## src/hdl/dbd_pkg.sv

```systemverilog
package dbd_pkg;

	localparam int COORD_W     = 24;
	localparam int SCORE_W     = 16;
	localparam int CONF_W      = 16;
	localparam int PIX_W       = 14;
	localparam int CLS_W       = 2;
	localparam int MODE_W      = 2;
	localparam int CNT_W       = 3;
	localparam int INV_W       = 24;
	localparam int PAD_W       = 9;
	localparam int CFG_IDX_W   = 3;
	localparam int CFG_DATA_W  = 24;

	localparam int MAX_CLASSES    = 4;
	localparam int MODEL_SIZE_DEF = 640;
	localparam int Q12_SHIFT      = 12;
	localparam int ONE_Q12        = 4096;
	localparam int EDGE_SHIFT     = 29;
	localparam int PIPE_STAGES    = 6;

	localparam logic [MODE_W-1:0] MODE_CLASS = 2'd0;
	localparam logic [MODE_W-1:0] MODE_RANGE = 2'd1;
	localparam logic [MODE_W-1:0] MODE_OBJ   = 2'd2;

	typedef enum logic [CFG_IDX_W-1:0] {
		REG_MODE,
		REG_CONF_MIN,
		REG_CLASS_COUNT,
		REG_INVERSE_SCALE,
		REG_PAD_X,
		REG_PAD_Y,
		REG_IMAGE_WIDTH,
		REG_IMAGE_HEIGHT
	} cfg_reg_t;

	localparam logic [CONF_W-1:0] RST_CONF_MIN       = 16'd16384;
	localparam logic [CNT_W-1:0]  RST_CLASS_COUNT    = 3'd1;
	localparam logic [INV_W-1:0]  RST_INVERSE_SCALE  = 24'd65536;
	localparam logic [PAD_W-1:0]  RST_PAD            = 9'd0;
	localparam logic [PIX_W-1:0]  RST_IMAGE_SIZE     = 14'd640;

	typedef struct packed {
		logic             ok;
		logic [PIX_W-1:0] lo;
		logic [PIX_W-1:0] len;
	} axis_res_t;

	typedef struct packed {
		logic              ok;
		logic [CONF_W-1:0] conf;
		logic [CLS_W-1:0]  cls;
	} score_res_t;

	typedef struct packed {
		logic [PIX_W-1:0]  left;
		logic [PIX_W-1:0]  top;
		logic [PIX_W-1:0]  width;
		logic [PIX_W-1:0]  height;
		logic [CONF_W-1:0] conf;
		logic [CLS_W-1:0]  cls;
	} box_t;

endpackage

```

## src/hdl/dbd_score.sv

```systemverilog
module dbd_score (
	input  logic                                                 clk,
	input  logic                                                 en,
	input  logic [dbd_pkg::SCORE_W-1:0]                          objectness,
	input  logic [dbd_pkg::MAX_CLASSES-1:0][dbd_pkg::SCORE_W-1:0] scores,
	input  logic [dbd_pkg::CNT_W-1:0]                            class_count,
	input  logic [dbd_pkg::CONF_W-1:0]                           threshold,
	input  logic                                                 obj_mode,
	input  logic                                                 pre_ok,
	output dbd_pkg::score_res_t                                  res
);
	import dbd_pkg::*;

	logic [CNT_W-1:0]   n;
	logic [SCORE_W-1:0] best;
	logic [CLS_W-1:0]   cls;
	logic [2*SCORE_W-1:0] prod;

	logic [SCORE_W-1:0] best_s1, obj_s1;
	logic [CLS_W-1:0]   cls_s1;
	logic               obj_mode_s1, pre_ok_s1;
	logic [CONF_W-1:0]  conf_s2;
	logic [CLS_W-1:0]   cls_s2;
	logic               pre_ok_s2;
	score_res_t         res_s3, res_s4, res_s5, res_s6;

	always_comb begin
		n = (class_count > CNT_W'(MAX_CLASSES)) ? CNT_W'(MAX_CLASSES) : class_count;
		best = '0;
		cls = '0;
		for (int j = 0; j < MAX_CLASSES; j++) begin
			if ((CNT_W'(j) < n) && (scores[j] > best)) begin
				best = scores[j];
				cls = CLS_W'(j);
			end
		end
		prod = obj_s1 * best_s1;
	end

	always_ff @(posedge clk) begin
		if (en) begin
			best_s1     <= best;
			cls_s1      <= cls;
			obj_s1      <= objectness;
			obj_mode_s1 <= obj_mode;
			pre_ok_s1   <= pre_ok;

			if (obj_mode_s1) begin
				conf_s2 <= obj_s1;
				cls_s2  <= '0;
			end else begin
				conf_s2 <= prod[2*SCORE_W-1] ? '1 : prod[2*SCORE_W-2:SCORE_W-1];
				cls_s2  <= cls_s1;
			end
			pre_ok_s2 <= pre_ok_s1;

			res_s3.ok   <= pre_ok_s2 && (conf_s2 >= threshold);
			res_s3.conf <= conf_s2;
			res_s3.cls  <= cls_s2;

			res_s4 <= res_s3;
			res_s5 <= res_s4;
			res_s6 <= res_s5;
		end
	end

	assign res = res_s6;

endmodule

```

## config.mk

```make
export PLATFORM = sky130hd
export DESIGN_NAME = dbd_score
export DESIGN_NICKNAME = d
export VERILOG_FILES = /design/src/hdl/dbd_pkg.sv /design/src/hdl/dbd_score.sv
export SDC_FILE = /design/constraint.sdc
export NUM_CORES = 1
export LEC_CHECK = 0
export BUFFER_PORTS_ARGS = -buffer_cell sky130_fd_sc_hd__buf_4
export CELL_PAD_IN_SITES_DETAIL_PLACEMENT = 1
export CELL_PAD_IN_SITES_GLOBAL_PLACEMENT = 2
export CORE_UTILIZATION = 44
export CTS_CLUSTER_SIZE = 40
export DETAILED_ROUTE_END_ITERATION = 10
export PLACE_DENSITY_LB_ADDON = 0.08
export REMOVE_ABC_BUFFERS = 1
export SETUP_SLACK_MARGIN = 0.15
export SLEW_MARGIN = 10
export SYNTH_ARGS = -nofsm -noshare
export SYNTH_HDL_FRONTEND = slang
export SYNTH_SLANG_ARGS = --single-unit
```

## constraint.sdc

```tcl
create_clock -name clk -period 20.1 [get_ports clk]
set_clock_uncertainty 0.1 [all_clocks]
set_input_delay 3.015 -clock clk [delete_from_list [all_inputs] [get_ports clk]]
set_output_delay 3.015 -clock clk [all_outputs]
set_load 0.005 [all_outputs]
```

==> out/qor.yml <==
clk_latency_ps: 440
dr.first_iter.drc_count: 499
cts.sinks: 131
yosysSeqAreaShare_pct: 27.4
synth_edf_count: 131
synth_top_cell_by_area: "edfxtp_1"
fin_util_pct: 51.3
ctsHoldBuffers: 0
hold_path_class: "reg2reg"
cts_buffers: 17
cts-root-buf: "clkbuf_16"
synthCells: 1368
grt_usage_pct: 22.7
slew_headroom_pct: 35.5
path_class: "in2reg"
io_buffers: 121
synthDistinctLibCells: 62
synth-async-reset-ratio_pct: 0
clk_pin_slew_ps: 70
grt_antenna_before_repair: 0
routed_wl_mm: 35.5
num_vias: 9773
finalHoldViolCount: 0
wl_per_cell_um: 18.5
grt_pass1_vias: 11000
setup.worst_path.start_class: "input port"
via_per_inst: 5.09
post-dp-hpwl_mm: 28.1
gp_congestion: 0.889
syn_area_um2: 14300
core_um2: 31800
synth-main-ff-cell: "edfxtp_1"
cts_max_path_buffers: 2
die_w_um: 183
cp_max_fo: 33
cts_setup_buffers: 0
fmax_mhz: 94.4
whs_ps: 315
rsz0062_at_grt: "false"
slew_violations: 0
cp_slowest_cell: "a31oi_4"
tightestPinTransition_ps: 968
num_rows: 65
grt_max_degree: 82
cts_tree: "built"
fp.dieArea_um2: 33300
setup_viol_count_final: 0
min_path_cells: 0
drtPass1Iterations: 4
endpoint_kind: "flop"
drive_gt1_share_pct: 12.2
max_cap_violations: 0
nets: 1932
synth_seq_cells: 131
setup_ws_ps: 9500
yosys_warnings: 0
io_pins: 122
period_needed_ps: 10600
area_delta_synth_final_pct: 13.7
remaining_drc_errors: 0
tns_ps: 0
ant_nets: 0
post-route-period-util_pct: 52.7
start_util_pct: 45.1
diodes: 0
die_h_um: 183
synth_area_leaders: "edfxtp_1 27%, fa_1 27%, ha_1 14%, inv_1 7.4%, nand2_1 5.5%"
synth_common_cells: "283 x inv_1, 210 x nand2_1, 193 x fa_1, 164 x ha_1, 131 x edfxtp_1"
grt_overflow_total: 0
reg2reg_slack_ps: 12380
cp_slowest_stage_delay_ps: 640
worstRegToRegCells: 21
place_ws_ps: 8850
grt_pass1_wl_mm: 57.8
worstPathRequired_ps: 20190
synth_area_per_cell_um2: 10.5
yosysTopAreaCellShare_pct: 27.4
cts.htree.levels: 4
cts_resized: 0
outcome: "finished, final reports clean"
cp.arrival_ps: 10690
synth_most_common_cell: "inv_1"
-- registers in the layout (all words and copies together), names as in the netlist --
register and cells:
res 19, res_s3 19, res_s4 19, res_s5 19, best_s1 16, conf_s2 16, obj_s1 16, cls_s1 2
cls_s2 2, obj_mode_s1 1, pre_ok_s1 1, pre_ok_s2 1
-- metal layers --
metal	global-route usage (%)	vias to the layer above	part of all wire [%]
met2	37.7	208	46
met1	30.9	4951	47
met4	4.87	0	1.2
li1	-	4591	-
met5	0	-	0
met3	4.41	23	5.0
-- layout make-up --
| type | instances | area (um2) |
|---|---|---|
| tap | 435 | 544 |
| fill | 3512 | 15500 |
| clock inverter | 14 | 175 |
| multi-input combinational | 907 | 9170 |
| timing repair buffer | 132 | 995 |
| sequential | 131 | 3930 |
| clock buffer | 17 | 425 |
| inverter | 283 | 1060 |
-- layout by cell type, fill, tap and decap left out, drive strengths merged, types with 6 or more instances in the layout --
cell     synthesis  layout
a21o            24      24
a21oi           26      26
a2bb2oi         16      16
and2            89      89
buf              4     132
clkbuf          43      17
edfxtp         131     131
fa             193     193
ha             164     164
inv            283     288
mux2i           31      31
nand2          210     210
nand3            6       6
nand4           12      12
nor2            18      18
nor2b            8       8
nor4             6       6
o21ai           29      29
xnor2           11      11
xor2             6       6
-- through the flow --
stage                     instance area [um2]  instances
after floorplan                         14200       1321
after global placement                  15700       1888
after detailed placement                15700       1888
after CTS                               16300       1919
after global routing                    16300       1919
final                                   16300       1919
-- path summary, 6_finish.rpt --
check / start / end
worst max register to register: obj_s1[9]$_DFFE_PP_ / conf_s2[14]$_DFFE_PP_
worst min register to register: pre_ok_s1$_DFFE_PP_ / pre_ok_s2$_DFFE_PP_
worst min-delay path: pre_ok_s1$_DFFE_PP_ / pre_ok_s2$_DFFE_PP_
worst max-delay path: scores[11] / best_s1[0]$_DFFE_PP_
-- logic make-up (layout without fill, tap and decap cells) --
kind of cell             Yosys count  count (layout)  synth area share, %
AND/OR/NAND/NOR                  366             366                 12.1
adder cells (fa/ha/maj)          357             357                 41.2
buffers and inverters            330             446                 8.71
AO/OA/AOI/OAI                    133             133                 7.07
flip-flops                       131             131                 27.4
multiplexers                      34              34                 2.42
XOR/XNOR                          17              17                 1.04
-- critical path: cells and delay by family --
family                     cells  cell delay [ps]
AOI/OAI and AO/OA             16             3580
and+or+nand+nor                8             1890
buffers and inverters          3              510
muxes                          2              690
adders and majority gates      3              940
Power is left out: the tool's default activity adds up to more than one toggle a clock period on the data nets, which glitch-free logic cannot reach.
